### config.mk
export PLATFORM = sky130hd
export DESIGN_NAME = utf8_to_utf16_transcoder_core
export DESIGN_NICKNAME = d
export VERILOG_FILES = /design/src/hw/rtl/u2u_pkg.sv /design/src/hw/rtl/u2u_front.sv /design/src/hw/rtl/u2u_queue.sv /design/src/hw/rtl/u2u_back.sv /design/src/hw/rtl/utf8_to_utf16_transcoder_core.sv
export SDC_FILE = /design/constraint.sdc
export NUM_CORES = 1
export LEC_CHECK = 0
export ABC_AREA = 1
export BUFFER_PORTS_ARGS = -buffer_cell sky130_fd_sc_hd__buf_4
export CELL_PAD_IN_SITES_DETAIL_PLACEMENT = 2
export CELL_PAD_IN_SITES_GLOBAL_PLACEMENT = 2
export CORE_MARGIN = 2
export CORE_UTILIZATION = 43
export DETAILED_ROUTE_END_ITERATION = 6
export PLACE_DENSITY = 0.86
export SLEW_MARGIN = 20
export SYNTH_ARGS = -nofsm -noshare
export SYNTH_HDL_FRONTEND = slang
export SYNTH_SLANG_ARGS = --single-unit
### constraint.sdc
create_clock -name clk -period 9.7 [get_ports clk]
set_input_delay 0.97 -clock clk [delete_from_list [all_inputs] [get_ports clk]]
set_output_delay 0.97 -clock clk [all_outputs]
set_load 0.1 [all_outputs]
### src/hw/rtl/u2u_pkg.sv
// Shared types and constants for the UTF-8 to UTF-16 transcoder.
package u2u_pkg;

    localparam int CP_W        = 21;
    localparam int UNIT_W      = 16;
    localparam int QUEUE_DEPTH = 4;
    localparam int QPTR_W      = $clog2(QUEUE_DEPTH);
    localparam int QCNT_W      = $clog2(QUEUE_DEPTH + 1);

    localparam logic [CP_W-1:0]   REPL_CP    = 21'h00FFFD;
    localparam logic [CP_W-1:0]   SUPP_BASE  = 21'h010000;
    localparam logic [CP_W-1:0]   MIN_2BYTE  = 21'h000080;
    localparam logic [CP_W-1:0]   MIN_3BYTE  = 21'h000800;
    localparam logic [UNIT_W-1:0] HI_SURR    = 16'hD800;
    localparam logic [UNIT_W-1:0] LO_SURR    = 16'hDC00;

    // Lead classes: open-sequence minimum value selector
    typedef enum logic [1:0] {
        LEAD_NONE  = 2'd0,
        LEAD_TWO   = 2'd1,
        LEAD_THREE = 2'd2,
        LEAD_FOUR  = 2'd3
    } lead_class_t;

    // One decoded character handed from the decoder to the unit emitter
    typedef struct packed {
        logic [CP_W-1:0] cp;
        logic            rep;
    } cp_evt_t;

endpackage

### src/hw/rtl/u2u_front.sv
// Byte decoder: tracks multi-byte sequences and produces decoded code points.
module u2u_front
    import u2u_pkg::*;
(
    input  logic          clk,
    input  logic          rst_n,
    input  logic          accept,
    input  logic [7:0]    in_byte,
    output logic          evt_valid,
    output cp_evt_t       evt
);

    logic [1:0]      bytes_due_reg,     bytes_due_next;
    logic [CP_W-1:0] partial_point_reg, partial_point_next;
    lead_class_t     lead_class_reg,    lead_class_next;

    logic [CP_W-1:0] shifted;
    logic [CP_W-1:0] min_val;

    always_comb
    begin
        shifted = {partial_point_reg[CP_W-7:0], in_byte[5:0]};
        unique case (lead_class_reg)
            LEAD_TWO:   min_val = MIN_2BYTE;
            LEAD_THREE: min_val = MIN_3BYTE;
            default:    min_val = SUPP_BASE;
        endcase
    end

    always_comb
    begin
        bytes_due_next     = bytes_due_reg;
        partial_point_next = partial_point_reg;
        lead_class_next    = lead_class_reg;
        evt_valid          = 1'b0;
        evt.cp             = REPL_CP;
        evt.rep            = 1'b1;
        if (accept)
        begin
            if (bytes_due_reg == 2'd0)
            begin
                if (in_byte == 8'h00)
                begin
                    // terminator: nothing out
                end
                else if (in_byte[7] == 1'b0)
                begin
                    evt_valid = 1'b1;
                    evt.cp    = {{(CP_W-8){1'b0}}, in_byte};
                    evt.rep   = 1'b0;
                end
                else if (in_byte[6] == 1'b0)
                begin
                    evt_valid = 1'b1;   // stray continuation
                end
                else if (in_byte[5] == 1'b0)
                begin
                    partial_point_next = {{(CP_W-5){1'b0}}, in_byte[4:0]};
                    bytes_due_next     = 2'd1;
                    lead_class_next    = LEAD_TWO;
                end
                else if (in_byte[4] == 1'b0)
                begin
                    partial_point_next = {{(CP_W-4){1'b0}}, in_byte[3:0]};
                    bytes_due_next     = 2'd2;
                    lead_class_next    = LEAD_THREE;
                end
                else
                begin
                    // F0-FF, wide leads keep the low three bits
                    partial_point_next = {{(CP_W-3){1'b0}}, in_byte[2:0]};
                    bytes_due_next     = 2'd3;
                    lead_class_next    = LEAD_FOUR;
                end
            end
            else if (in_byte[7:6] != 2'b10)
            begin
                // bad continuation is consumed and closes the sequence
                evt_valid          = 1'b1;
                bytes_due_next     = 2'd0;
                partial_point_next = '0;
                lead_class_next    = LEAD_NONE;
            end
            else if (bytes_due_reg != 2'd1)
            begin
                partial_point_next = shifted;
                bytes_due_next     = bytes_due_reg - 2'd1;
            end
            else
            begin
                evt_valid          = 1'b1;
                bytes_due_next     = 2'd0;
                partial_point_next = '0;
                lead_class_next    = LEAD_NONE;
                if (shifted >= min_val)
                begin
                    evt.cp  = shifted;
                    evt.rep = 1'b0;
                end
            end
        end
    end

    always_ff @(posedge clk or negedge rst_n)
    begin
        if (!rst_n)
        begin
            bytes_due_reg     <= 2'd0;
            partial_point_reg <= '0;
            lead_class_reg    <= LEAD_NONE;
        end
        else
        begin
            bytes_due_reg     <= bytes_due_next;
            partial_point_reg <= partial_point_next;
            lead_class_reg    <= lead_class_next;
        end
    end

endmodule

### src/hw/rtl/u2u_queue.sv
// Short queue of decoded code points between decoder and unit emitter.
module u2u_queue
    import u2u_pkg::*;
(
    input  logic    clk,
    input  logic    rst_n,
    input  logic    wr_en,
    input  cp_evt_t wr_data,
    input  logic    rd_en,
    output cp_evt_t rd_data,
    output logic    full,
    output logic    nonempty
);

    cp_evt_t           slots_reg [QUEUE_DEPTH];
    logic [QPTR_W-1:0] wr_ptr_reg, wr_ptr_next;
    logic [QPTR_W-1:0] rd_ptr_reg, rd_ptr_next;
    logic [QCNT_W-1:0] count_reg,  count_next;

    assign full     = (count_reg == QCNT_W'(QUEUE_DEPTH));
    assign nonempty = (count_reg != '0);
    assign rd_data  = slots_reg[rd_ptr_reg];

    always_comb
    begin
        wr_ptr_next = wr_en ? wr_ptr_reg + 1'b1 : wr_ptr_reg;
        rd_ptr_next = rd_en ? rd_ptr_reg + 1'b1 : rd_ptr_reg;
        count_next  = count_reg;
        if (wr_en && !rd_en)
            count_next = count_reg + 1'b1;
        else if (!wr_en && rd_en)
            count_next = count_reg - 1'b1;
    end

    always_ff @(posedge clk)
    begin
        if (wr_en)
            slots_reg[wr_ptr_reg] <= wr_data;
    end

    always_ff @(posedge clk or negedge rst_n)
    begin
        if (!rst_n)
        begin
            wr_ptr_reg <= '0;
            rd_ptr_reg <= '0;
            count_reg  <= '0;
        end
        else
        begin
            wr_ptr_reg <= wr_ptr_next;
            rd_ptr_reg <= rd_ptr_next;
            count_reg  <= count_next;
        end
    end

endmodule

### src/hw/rtl/u2u_back.sv
// Unit emitter: turns queued code points into UTF-16 units in an output register.
module u2u_back
    import u2u_pkg::*;
(
    input  logic              clk,
    input  logic              rst_n,
    input  logic              q_nonempty,
    input  cp_evt_t           q_data,
    output logic              q_pop,
    input  logic              pop,
    output logic              empty,
    output logic [UNIT_W-1:0] utf16_unit,
    output logic              char_done,
    output logic [CP_W-1:0]   code_point,
    output logic              replaced
);

    logic              out_valid_reg;
    logic              high_sent_reg, high_sent_next;
    logic [UNIT_W-1:0] unit_reg,      unit_next;
    logic              done_reg,      done_next;
    logic [CP_W-1:0]   cp_reg;
    logic              rep_reg;

    logic              load;
    logic              supp;
    logic [CP_W-1:0]   offset;

    assign empty      = !out_valid_reg;
    assign utf16_unit = unit_reg;
    assign char_done  = done_reg;
    assign code_point = cp_reg;
    assign replaced   = rep_reg;

    assign load   = (!out_valid_reg || pop) && q_nonempty;
    assign supp   = (q_data.cp >= SUPP_BASE);
    assign offset = q_data.cp - SUPP_BASE;

    always_comb
    begin
        q_pop          = 1'b0;
        high_sent_next = high_sent_reg;
        unit_next      = q_data.cp[UNIT_W-1:0];
        done_next      = 1'b1;
        if (load)
        begin
            if (!supp)
            begin
                q_pop = 1'b1;
            end
            else if (!high_sent_reg)
            begin
                unit_next      = HI_SURR | {6'd0, offset[19:10]};
                done_next      = 1'b0;
                high_sent_next = 1'b1;
            end
            else
            begin
                // second half of the pair retires the queue entry
                unit_next      = LO_SURR | {6'd0, offset[9:0]};
                q_pop          = 1'b1;
                high_sent_next = 1'b0;
            end
        end
    end

    always_ff @(posedge clk or negedge rst_n)
    begin
        if (!rst_n)
        begin
            out_valid_reg <= 1'b0;
            high_sent_reg <= 1'b0;
        end
        else
        begin
            high_sent_reg <= high_sent_next;
            if (load)
                out_valid_reg <= 1'b1;
            else if (pop)
                out_valid_reg <= 1'b0;
        end
    end

    always_ff @(posedge clk)
    begin
        if (load)
        begin
            unit_reg <= unit_next;
            done_reg <= done_next;
            cp_reg   <= q_data.cp;
            rep_reg  <= q_data.rep;
        end
    end

endmodule

### src/hw/rtl/utf8_to_utf16_transcoder_core.sv
// UTF-8 to UTF-16 transcoder, top level.
// Takes one UTF-8 byte per transaction and delivers UTF-16 code units, each with
// the decoded code point, a last-unit flag and a replacement flag. A byte is
// taken every cycle while full is low; the decoder sends finished characters
// into a four-entry queue, and the unit emitter drains it at one unit per cycle
// while its output is empty or popped; a supplementary character (a surrogate
// pair) goes out as two units. With nothing ahead, a character enters the queue
// at the edge that accepts its final byte; its first unit then loads into the
// output register. A zero byte between characters ends a string, producing no unit;
// stray or bad continuations and overlong forms yield U+FFFD with replaced set.
module utf8_to_utf16_transcoder_core
    import u2u_pkg::*;
(
    input  logic              clk,
    input  logic              rst_n,
    input  logic              push,
    output logic              full,
    input  logic [7:0]        in_byte,
    input  logic              pop,
    output logic              empty,
    output logic [UNIT_W-1:0] utf16_unit,
    output logic              char_done,
    output logic [CP_W-1:0]   code_point,
    output logic              replaced
);

    logic    accept;
    logic    evt_valid;
    cp_evt_t evt;
    cp_evt_t q_data;
    logic    q_nonempty;
    logic    q_pop;

    assign accept = push && !full;

    u2u_front u_front (
        .clk       (clk),
        .rst_n     (rst_n),
        .accept    (accept),
        .in_byte   (in_byte),
        .evt_valid (evt_valid),
        .evt       (evt)
    );

    u2u_queue u_queue (
        .clk      (clk),
        .rst_n    (rst_n),
        .wr_en    (evt_valid),
        .wr_data  (evt),
        .rd_en    (q_pop),
        .rd_data  (q_data),
        .full     (full),
        .nonempty (q_nonempty)
    );

    u2u_back u_back (
        .clk        (clk),
        .rst_n      (rst_n),
        .q_nonempty (q_nonempty),
        .q_data     (q_data),
        .q_pop      (q_pop),
        .pop        (pop),
        .empty      (empty),
        .utf16_unit (utf16_unit),
        .char_done  (char_done),
        .code_point (code_point),
        .replaced   (replaced)
    );

endmodule
==> results.yml, run 1 <==
logic_synthesis:
  synth_area_leader_cell: "edfxtp_1"
  ys_types: 38
  syn_area_per_cell_um2: 11.3
  ys_seq_area_share_pct: 66.8
  syn-instance-count: 601
  synth_seq_cells: 155
  synth.top_cells.by_area: "edfxtp_1 (56%), dfrtp_1 (10%), nand2_1 (8.2%), nand3_1 (4.4%), inv_1 (3.6%)"
  yosysWarningCount: 0
  synthesis.area_um2: 6760
  yosys.area.top_type_share_pct: 56.4
  syn_nets: 628
clock_network:
  postCtsSetupBuffers: 0
  cts_inserted_buffers: 17
  cts-resized-gates: 0
  clock_latency_ns: 0.43
  clkSinkCount: 155
  path_clk_slew_ns: 0.06
  postCtsHoldBufs: 0
  cts-root-buf: "clkbuf_16"
  htree_levels: 4
  cts.path.max_buffers: 2
  cts_tree: "done"
worst_setup_path:
  reg2reg_to: "u_queue.count_reg[2]$_DFFE_PN0P_"
  timing.critical_path.max_delay_family: "simple AND/OR/NAND/NOR gates"
  cp.buffers_inverters: 2
  critPathKind: "reg2reg"
  crit_slowest_cell: "inv_2"
  cp.required_ns: 10.04
  start_kind: "register"
  cp.arrival_ns: 4.35
  reg2reg_slack_ns: 5.69
  path_depth: 18
  crit_chain: "inv_2 > o211ai_2 > nand2_1 > ha_1 > nand2_1 > nor2_1 > nand2_1 > nor2_1 > nand2_1 > nand2_4 > nand2_4 > nand2_1 > ha_1 > inv_1 > fa_1 > a21oi_1 > o21ai_0 > xor2_1"
  cpPeakStageDelay_ns: 0.62
  worst_setup_path_end_kind: "register"
  path_max_fanout: 47
  path_common_cell: "nand2_1"
  reg2reg_from: "u_queue.rd_ptr_reg[0]$_DFFE_PN0P_"
  r2r_cells: 18
drt:
  routed_wl_mm: 20.2
  postRouteAntennaNets: 0
  num_vias: 4710
  wl_per_cell_um: 22.9
  via_per_inst: 5.35
  drt_iter0_markers: 227
  dr.pass1.iters: 6
  post-route-drc-count: 0
sta:
  clock_skew_ns: 0.0143
  max_slew_margin_pct: 44.0
  finalCritPeriodShare_pct: 41.3
  slew_viol_final: 0
  worst_pin_slew_ns: 0.839
  finalSetupViolations: 0
  rsz0062_at_grt: "false"
  min_period_ns: 4.01
  hold_viol_final: 0
  fmax_mhz: 249
  tns_ns: 0
placement:
  gp_congestion: 0.845
  io_buffers: 52
  dp_hpwl_mm: 13.9
finish:
  seqCellArea_um2: 4510
  fillCellCount: 1495
  multiInputGateArea_um2: 1870
  layout_commonest_cell: "nand2_1"
  largest_reg_flops: 88
  n_antenna_cell: 0
  drive_gt1_share_pct: 18.2
  area_delta_synth_final_pct: 16.8
  layout_common_cells: "nand2_1 (148), edfxtp_1 (127), inv_1 (64), nand3_1 (59), buf_4 (59)"
  nNetsFinal: 684
global_routing:
  grtUsageTotal_pct: 26.1
  grt_max_degree: 48
  grt_pass1_wl_mm: 31.8
  grt_pass1_vias: 5387
  antenna_found_initial: 0
  grt_overflow: 0
die:
  core_region_area_um2: 15300
  die_w_um: 129
  std_cell_rows: 45
  ios: 53
  start_util_pct: 44.3
  fp.dieArea_um2: 16700
  die_y_um: 129
flow_run:
  drv_cap: 0
hold_path:
  min_path_type: "in2async"
outcome:
  status: "complete, no violations"
[how the worst max path moves through the flow]
stage	startpoint	end	slack (ns)
after floorplan	u_back.out_valid_reg$_DFFE_PN0P_	u_queue.count_reg[1]$_DFFE_PN0P_	5.13
after global placement	in_byte[7]	u_queue.count_reg[2]$_DFFE_PN0P_	6.25
after detailed placement	u_queue.rd_ptr_reg[0]$_DFFE_PN0P_	u_queue.count_reg[2]$_DFFE_PN0P_	5.93
after CTS	u_queue.rd_ptr_reg[0]$_DFFE_PN0P_	u_queue.count_reg[2]$_DFFE_PN0P_	5.69
after global routing	u_queue.rd_ptr_reg[0]$_DFFE_PN0P_	u_queue.count_reg[2]$_DFFE_PN0P_	5.31
final	u_queue.rd_ptr_reg[0]$_DFFE_PN0P_	u_queue.count_reg[2]$_DFFE_PN0P_	5.69
[cell type report]
class,instances,share of cell area (%)
clock buffers,24,6.10
clock inverters,8,0.887
inverters,69,3.28
multi-input cells,355,23.6
flip-flops and latches,155,57.2
well taps,211,3.34
repair buffers,59,5.61
[stage by stage]
step / hold WS (ns) / instances / util [%] / area, um^2 / setup slack [ns]
after floorplan: 0.441 / 601 / - / 6760 / 5.13
after global placement: 0.454 / 849 / 48.1 / 7350 / 6.25
after detailed placement: 0.499 / 849 / 48.1 / 7350 / 5.93
after CTS: 0.478 / 881 / 51.8 / 7900 / 5.69
after global routing: 0.480 / 881 / 51.8 / 7900 / 5.31
final: 0.477 / 881 / 51.8 / 7900 / 5.69
[synth_stat cells, drive strengths merged]
| master | count |
|---|---|
| nor2 | 45 |
| o21ai | 26 |
| fa | 1 |
| nor3 | 3 |
| a21oi | 8 |
| o211ai | 8 |
| xnor2 | 2 |
| buf | 14 |
| nand3b | 1 |
| xor2 | 3 |
| o2111ai | 1 |
| ha | 14 |
| nor4 | 1 |
| inv | 69 |
| a211oi | 1 |
| o31ai | 8 |
| clkbuf | 8 |
| nand3 | 60 |
| a31oi | 1 |
| dfrtp | 28 |
| or2 | 1 |
| o22ai | 1 |
| o21a | 2 |
| nand4 | 9 |
| nand2 | 159 |
| edfxtp | 127 |
[kinds of logic (layout without fill, tap and decap cells)]
kind of cell             Yosys count  count (layout)  share of synthesized area [%]
AND/OR/NAND/NOR                  279             279                           18.2
flip-flops                       155             155                           66.8
buffers and inverters             91             160                           6.03
AO/OA/AOI/OAI                     56              56                           5.51
adder cells (fa/ha/maj)           15              15                           2.89
XOR/XNOR                           5               5                          0.648
[layer usage]
metal  GRT usage (%)  routed length (um)  vias up
met5               0                   0        -
met4            11.1                 461        0
met1            30.4                8200     2405
li1                -                   -     2146
met3            5.04                 849       31
met2            47.2               10700      128
Power of run 1 is not shown: default switching activity piles up to over one toggle a cycle in this logic, so the estimate is an artifact.
==> run 2: changes to the inputs <==
- ABC_AREA: 1 -> 0
- CORE_UTILIZATION: 43 -> 44
- PLACE_DENSITY: 0.86 -> 0.81
- clock period: 9.7 -> 3.7 ns (I/O delays scaled with it)
==> run 2 against run 1 <==
Net effect: non-clock buffer count up 5; via count decreased by 22%; clock skew up 0.0022 ns; synthesized cell count shrank 35%; global-route usage down 0.87 points.
==> results.yml, run 2 <==
worst_setup_path:
  reg2reg_to: "u_queue.count_reg[1]$_DFFE_PN0P_"
  crit_slowest_cell: "mux4_2"
  path_max_fanout: 19
  reg2reg_from: "u_queue.rd_ptr_reg[0]$_DFFE_PN0P_"
  start_kind: "register"
  cp.required_ns: 4.01
  r2r_cells: 10
  worst_setup_path_end_kind: "register"
  cp-startpoint: "u_queue.rd_ptr_reg[0]$_DFFE_PN0P_"
  critPathKind: "reg2reg"
  cpPeakStageDelay_ns: 0.60
  reg2reg_slack_ns: 0.19
  cp.arrival_ns: 3.81
  crit_chain: "buf_12 > mux4_2 > or3_1 > o31ai_1 > o31a_1 > nand2_1 > ha_1 > inv_1 > fa_1 > mux2_2"
global_routing:
  antenna_found_initial: 0
  grtUsageTotal_pct: 25.2
  grt_overflow: 0
  grt_pass1_vias: 4042
  grt_max_degree: 42
  grt_pass1_wl_mm: 26.6
logic_synthesis:
  ys_seq_area_share_pct: 71.2
  yosys.area.top_type_share_pct: 60.2
  synth-compound-area-share_pct: 4.84
  synthesis.area_um2: 6340
  synth_top_family_by_area: "multiplexers"
  synthAdderAreaFrac_pct: 3.08
  synthMuxAreaShare_pct: 9.36
  syn_area_per_cell_um2: 16.3
  synth_ff_type: "edfxtp_1"
  synth_edf_count: 127
  ys_types: 46
  syn-instance-count: 390
  synth_simple_gate_area_share_pct: 7.76
  synth_seq_cells: 155
  synth_common_cells: "edfxtp_1 (127), nand2_1 (41), dfrtp_1 (28)"
  syn_nets: 417
  yosysWarningCount: 0
  synth_area_leader_cell: "edfxtp_1"
  synth_most_common_cell: "edfxtp_1"
  synth.top_cells.by_area: "edfxtp_1 (60%), dfrtp_1 (11%), mux4_2 (7.8%), ha_1 (2.8%), nand2_1 (2.4%)"
  async_reset_ff_share_pct: 18.1
  synthXorXnorAreaFrac_pct: 1.24
die:
  fp.dieArea_um2: 15400
  die_y_um: 124
  ios: 53
  die_w_um: 124
  std_cell_rows: 43
  core_region_area_um2: 14000
  start_util_pct: 45.3
hold_path:
  min_path_type: "in2reg"
  min_to: "u_back.out_valid_reg$_DFFE_PN0P_"
  min_from: "pop"
  hold_depth: 2
sta:
  slew_viol_final: 0
  max_slew_margin_pct: 34.7
  fmax_mhz: 285
  finalCritPeriodShare_pct: 94.7
  tns_ns: 0
  rsz0062_at_grt: "false"
  worst_pin_slew_ns: 0.974
  min_period_ns: 3.51
  clock_skew_ns: 0.0164
  hold_viol_final: 0
  finalSetupViolations: 0
finish:
  nNetsFinal: 485
  drive_gt1_share_pct: 26.8
  layout_commonest_cell: "edfxtp_1"
  largest_reg_flops: 88
  layout_common_cells: "edfxtp_1 (127), buf_4 (61), nand2_1 (41), dfrtp_1 (28), mux4_2 (22)"
  n_antenna_cell: 0
  fillCellCount: 1254
  area_delta_synth_final_pct: 19.6
drt:
  num_vias: 3695
  postRouteAntennaNets: 0
  via_per_inst: 5.68
  post-route-drc-count: 0
  wl_per_cell_um: 27.7
  routed_wl_mm: 18.0
  dr.pass1.iters: 4
  drt_iter0_markers: 326
clock_network:
  htree_levels: 4
  path_clk_slew_ns: 0.07
  cts-root-buf: "clkbuf_16"
  cts_tree: "done"
  cts.path.max_buffers: 2
  clkSinkCount: 155
  clock_latency_ns: 0.43
  cts_inserted_buffers: 17
outcome:
  status: "complete, no violations"
placement:
  gp_congestion: 0.777
  dp_hpwl_mm: 11.3
  io_buffers: 52
flow_run:
  drv_cap: 0
==> run 2: worst max-delay path, delay by kind of cell, from the launching register on <==
kind,cells,cell delay [ns]
simple gates,2,0.60
compound gates,2,0.56
flops,1,0.41
mux,2,0.87
fa+ha+maj,2,0.65
buf+inv,2,0.30
==> run 2: how the worst max path moves through the flow <==
stage / endpoint / slack [ns]
finish: u_queue.count_reg[1]$_DFFE_PN0P_ / 0.19
global route: u_queue.count_reg[1]$_DFFE_PN0P_ / 0.03
CTS: u_queue.count_reg[2]$_DFFE_PN0P_ / 0.13
detailed placement: u_queue.count_reg[2]$_DFFE_PN0P_ / 0.26
global placement: u_queue.count_reg[2]$_DFFE_PN0P_ / 0.35
floorplan: u_queue.count_reg[1]$_DFFE_PN0P_ / 0.39
==> run 2: timing repair <==
| item | CTS | global route |
|---|---|---|
| hold buffers | 1 | 0 |
| hold endpoints to repair | 28 | 0 |
| setup endpoints to repair | 0 | 1 |
| gates resized for setup | 0 | 1 |
| setup buffers | 0 | 0 |
==> run 2: final cells by class <==
| cell class | count | area, um^2 | share of cell area [%] |
|---|---|---|---|
| clock buffer | 19 | 443 | 5.84 |
| sequential | 155 | 4510 | 59.5 |
| multi-input combinational | 201 | 1690 | 22.3 |
| clock inverter | 13 | 126 | 1.67 |
| inverter | 19 | 71.3 | 0.941 |
| timing repair buffer | 64 | 508 | 6.70 |
| tap | 180 | 225 | 2.97 |
==> run 2: logic make-up after synthesis <==
group	after synthesis
compound gates	46
xor+xnor	9
fa+ha+maj	15
buf+inv	34
flops	155
mux	29
simple gates	102
==> run 2: routing by layer <==
layer	GRT usage, %	vias to the layer above	part of all wire [%]	routed length [um]
li1	-	1608	-	-
met1	31.6	1940	41	7370
met2	43.8	125	53	9580
met3	4.67	22	3.9	704
met4	9.55	0	2.0	354
met5	0	-	0	0
==> run 2: stage by stage <==
stage	area [um^2]	hold WS [ns]	instances	worst slack [ns]	util, %
after global placement	7000	0.332	618	0.346	50.0
after global routing	7580	0.209	651	0.0258	54.2
after CTS	7570	0.200	651	0.130	54.2
after floorplan	6350	0.0744	390	0.393	-
final	7580	0.205	651	0.194	54.2
after detailed placement	7000	0.333	618	0.256	50.0
Power of run 2 is left out for the same reason.
==> run 3: changes to the inputs <==
- CTS_BUF_LIST: default -> sky130_fd_sc_hd__clkbuf_16
- MAX_ROUTING_LAYER: default -> met4
==> run 3 against run 2 <==
Net effect: count of clock-buffer cells in the layout down 2; clock skew down 0.0058 ns; non-clock buffer count unchanged; critical endpoint is now u_queue.count_reg[2]$_DFFE_PN0P_; largest cell class unchanged.
==> results.yml, run 3 (synthesis gave the netlist of run 2 again) <==
drt:
  dr.pass1.iters: 4
  wl_per_cell_um: 28.3
  post-route-drc-count: 0
  num_vias: 3735
  drt_iter0_markers: 251
  via_per_inst: 5.74
  routed_wl_mm: 18.4
  postRouteAntennaNets: 0
die:
  die_w_um: 124
  std_cell_rows: 43
  core_region_area_um2: 14000
  start_util_pct: 45.3
  die_y_um: 124
  ios: 53
  fp.dieArea_um2: 15400
worst_setup_path:
  reg2reg_slack_ns: 0.14
  start_kind: "register"
  r2r_cells: 12
  worst_setup_path_end_kind: "register"
  cp.required_ns: 4.05
  critPathKind: "reg2reg"
  reg2reg_to: "u_queue.count_reg[2]$_DFFE_PN0P_"
  path_max_fanout: 19
  cp.arrival_ns: 3.91
  reg2reg_from: "u_queue.rd_ptr_reg[0]$_DFFE_PN0P_"
hold_path:
  min_path_type: "in2reg"
  hold_depth: 2
  min_to: "u_back.out_valid_reg$_DFFE_PN0P_"
  min_from: "pop"
clock_network:
  cts-root-buf: "clkbuf_16"
  cts_tree: "done"
  htree_levels: 4
  cts.path.max_buffers: 2
  clock_latency_ns: 0.43
  path_clk_slew_ns: 0.06
  clkSinkCount: 155
  cts_inserted_buffers: 17
sta:
  fmax_mhz: 281
  tns_ns: 0
  max_slew_margin_pct: 32.1
  worst_pin_slew_ns: 1.01
  finalSetupViolations: 0
  slew_viol_final: 0
  finalCritPeriodShare_pct: 96.1
  rsz0062_at_grt: "false"
  setup_ws_ns: 0.143
  min_period_ns: 3.56
  clock_skew_ns: 0.0106
  whs_ns: 0.197
  hold_viol_final: 0
global_routing:
  grt_pass1_wl_mm: 27.1
  antenna_found_initial: 0
  grt_pass1_vias: 4182
  grt_max_degree: 42
  grtUsageTotal_pct: 26.5
  grt_overflow: 0
finish:
  layout_commonest_cell: "edfxtp_1"
  nNetsFinal: 485
  area_delta_synth_final_pct: 19.8
  drive_gt1_share_pct: 27.0
  n_antenna_cell: 0
  layout_common_cells: "edfxtp_1 (127), buf_4 (61), nand2_1 (41), dfrtp_1 (28), mux4_2 (22)"
  largest_reg_flops: 88
placement:
  dp_hpwl_mm: 11.3
  preCtsSetupSlack_ns: 0.256
  gp_congestion: 0.787
  io_buffers: 52
outcome:
  status: "complete, no violations"
flow_run:
  drv_cap: 0
==> run 3: cell types whose count changed in the layout (fill, tap and decap cells not counted) <==
cell      before  now
nor4_4         0    1
o31ai_2        0    1
clkinv_1       1    2
o31ai_1        3    2
clkbuf_8       1    0
nor4_1         4    3
inv_1         19   20
clkbuf_1       1    0
==> run 3: timing repair <==
action	CTS	global route
setup buffers	0	0
gates resized for setup	0	4
endpoints found under the setup margin	0	2
hold endpoints to repair	28	0
hold buffers	1	0
==> run 3: worst max path at each step <==
stage,to,depth (start not counted),slack (ns),from
floorplan,u_queue.count_reg[1]$_DFFE_PN0P_,8,0.39,u_queue.count_reg[1]$_DFFE_PN0P_
global placement,u_queue.count_reg[2]$_DFFE_PN0P_,12,0.35,u_queue.rd_ptr_reg[0]$_DFFE_PN0P_
detailed placement,u_queue.count_reg[2]$_DFFE_PN0P_,12,0.26,u_queue.rd_ptr_reg[0]$_DFFE_PN0P_
CTS,u_queue.count_reg[2]$_DFFE_PN0P_,12,0.02,u_queue.rd_ptr_reg[0]$_DFFE_PN0P_
global route,u_queue.count_reg[2]$_DFFE_PN0P_,12,0.01,u_queue.rd_ptr_reg[0]$_DFFE_PN0P_
finish,u_queue.count_reg[2]$_DFFE_PN0P_,12,0.14,u_queue.rd_ptr_reg[0]$_DFFE_PN0P_
==> run 3: layer usage <==
metal	up-vias	part of all wire [%]	track usage, %	wire length (um)
met3	33	4.2	6.09	768
li1	1605	-	-	-
met2	126	52	43.9	9620
met1	1971	41	31.7	7540
met5	-	0	-	0
met4	0	2.6	10.2	486
==> run 3: metrics by stage <==
step	instance area (um^2)	std cells	utilization, %
2_1_floorplan	6350	390	-
3_3_place_gp	7000	618	50.0
3_5_place_dp	7000	618	50.0
4_1_cts	7560	651	54.1
5_1_grt	7590	651	54.3
6_report	7590	651	54.3
==> run 3: critical path, stage by stage, from the launching register on <==
cell and delay [ns]:
dfrtp_1 0.41, buf_12 0.22, mux4_2 0.61, nor4_2 0.36, nand3_1 0.21, o31a_1 0.32, nand2_1 0.14, ha_1 0.22
inv_1 0.09, fa_1 0.40, xor2_1 0.19, nor2_1 0.13, xor2_1 0.17
==> run 3: area by class of cell <==
| class | instances | area, um^2 |
|---|---|---|
| well taps | 180 | 225 |
| fillers | 1258 | 6400 |
| flip-flops and latches | 155 | 4510 |
| inverters | 19 | 71.3 |
| multi-input cells | 201 | 1710 |
| clock inverters | 15 | 134 |
| repair buffers | 64 | 508 |
| clock buffers | 17 | 425 |
Power of run 3 is left out for the same reason.
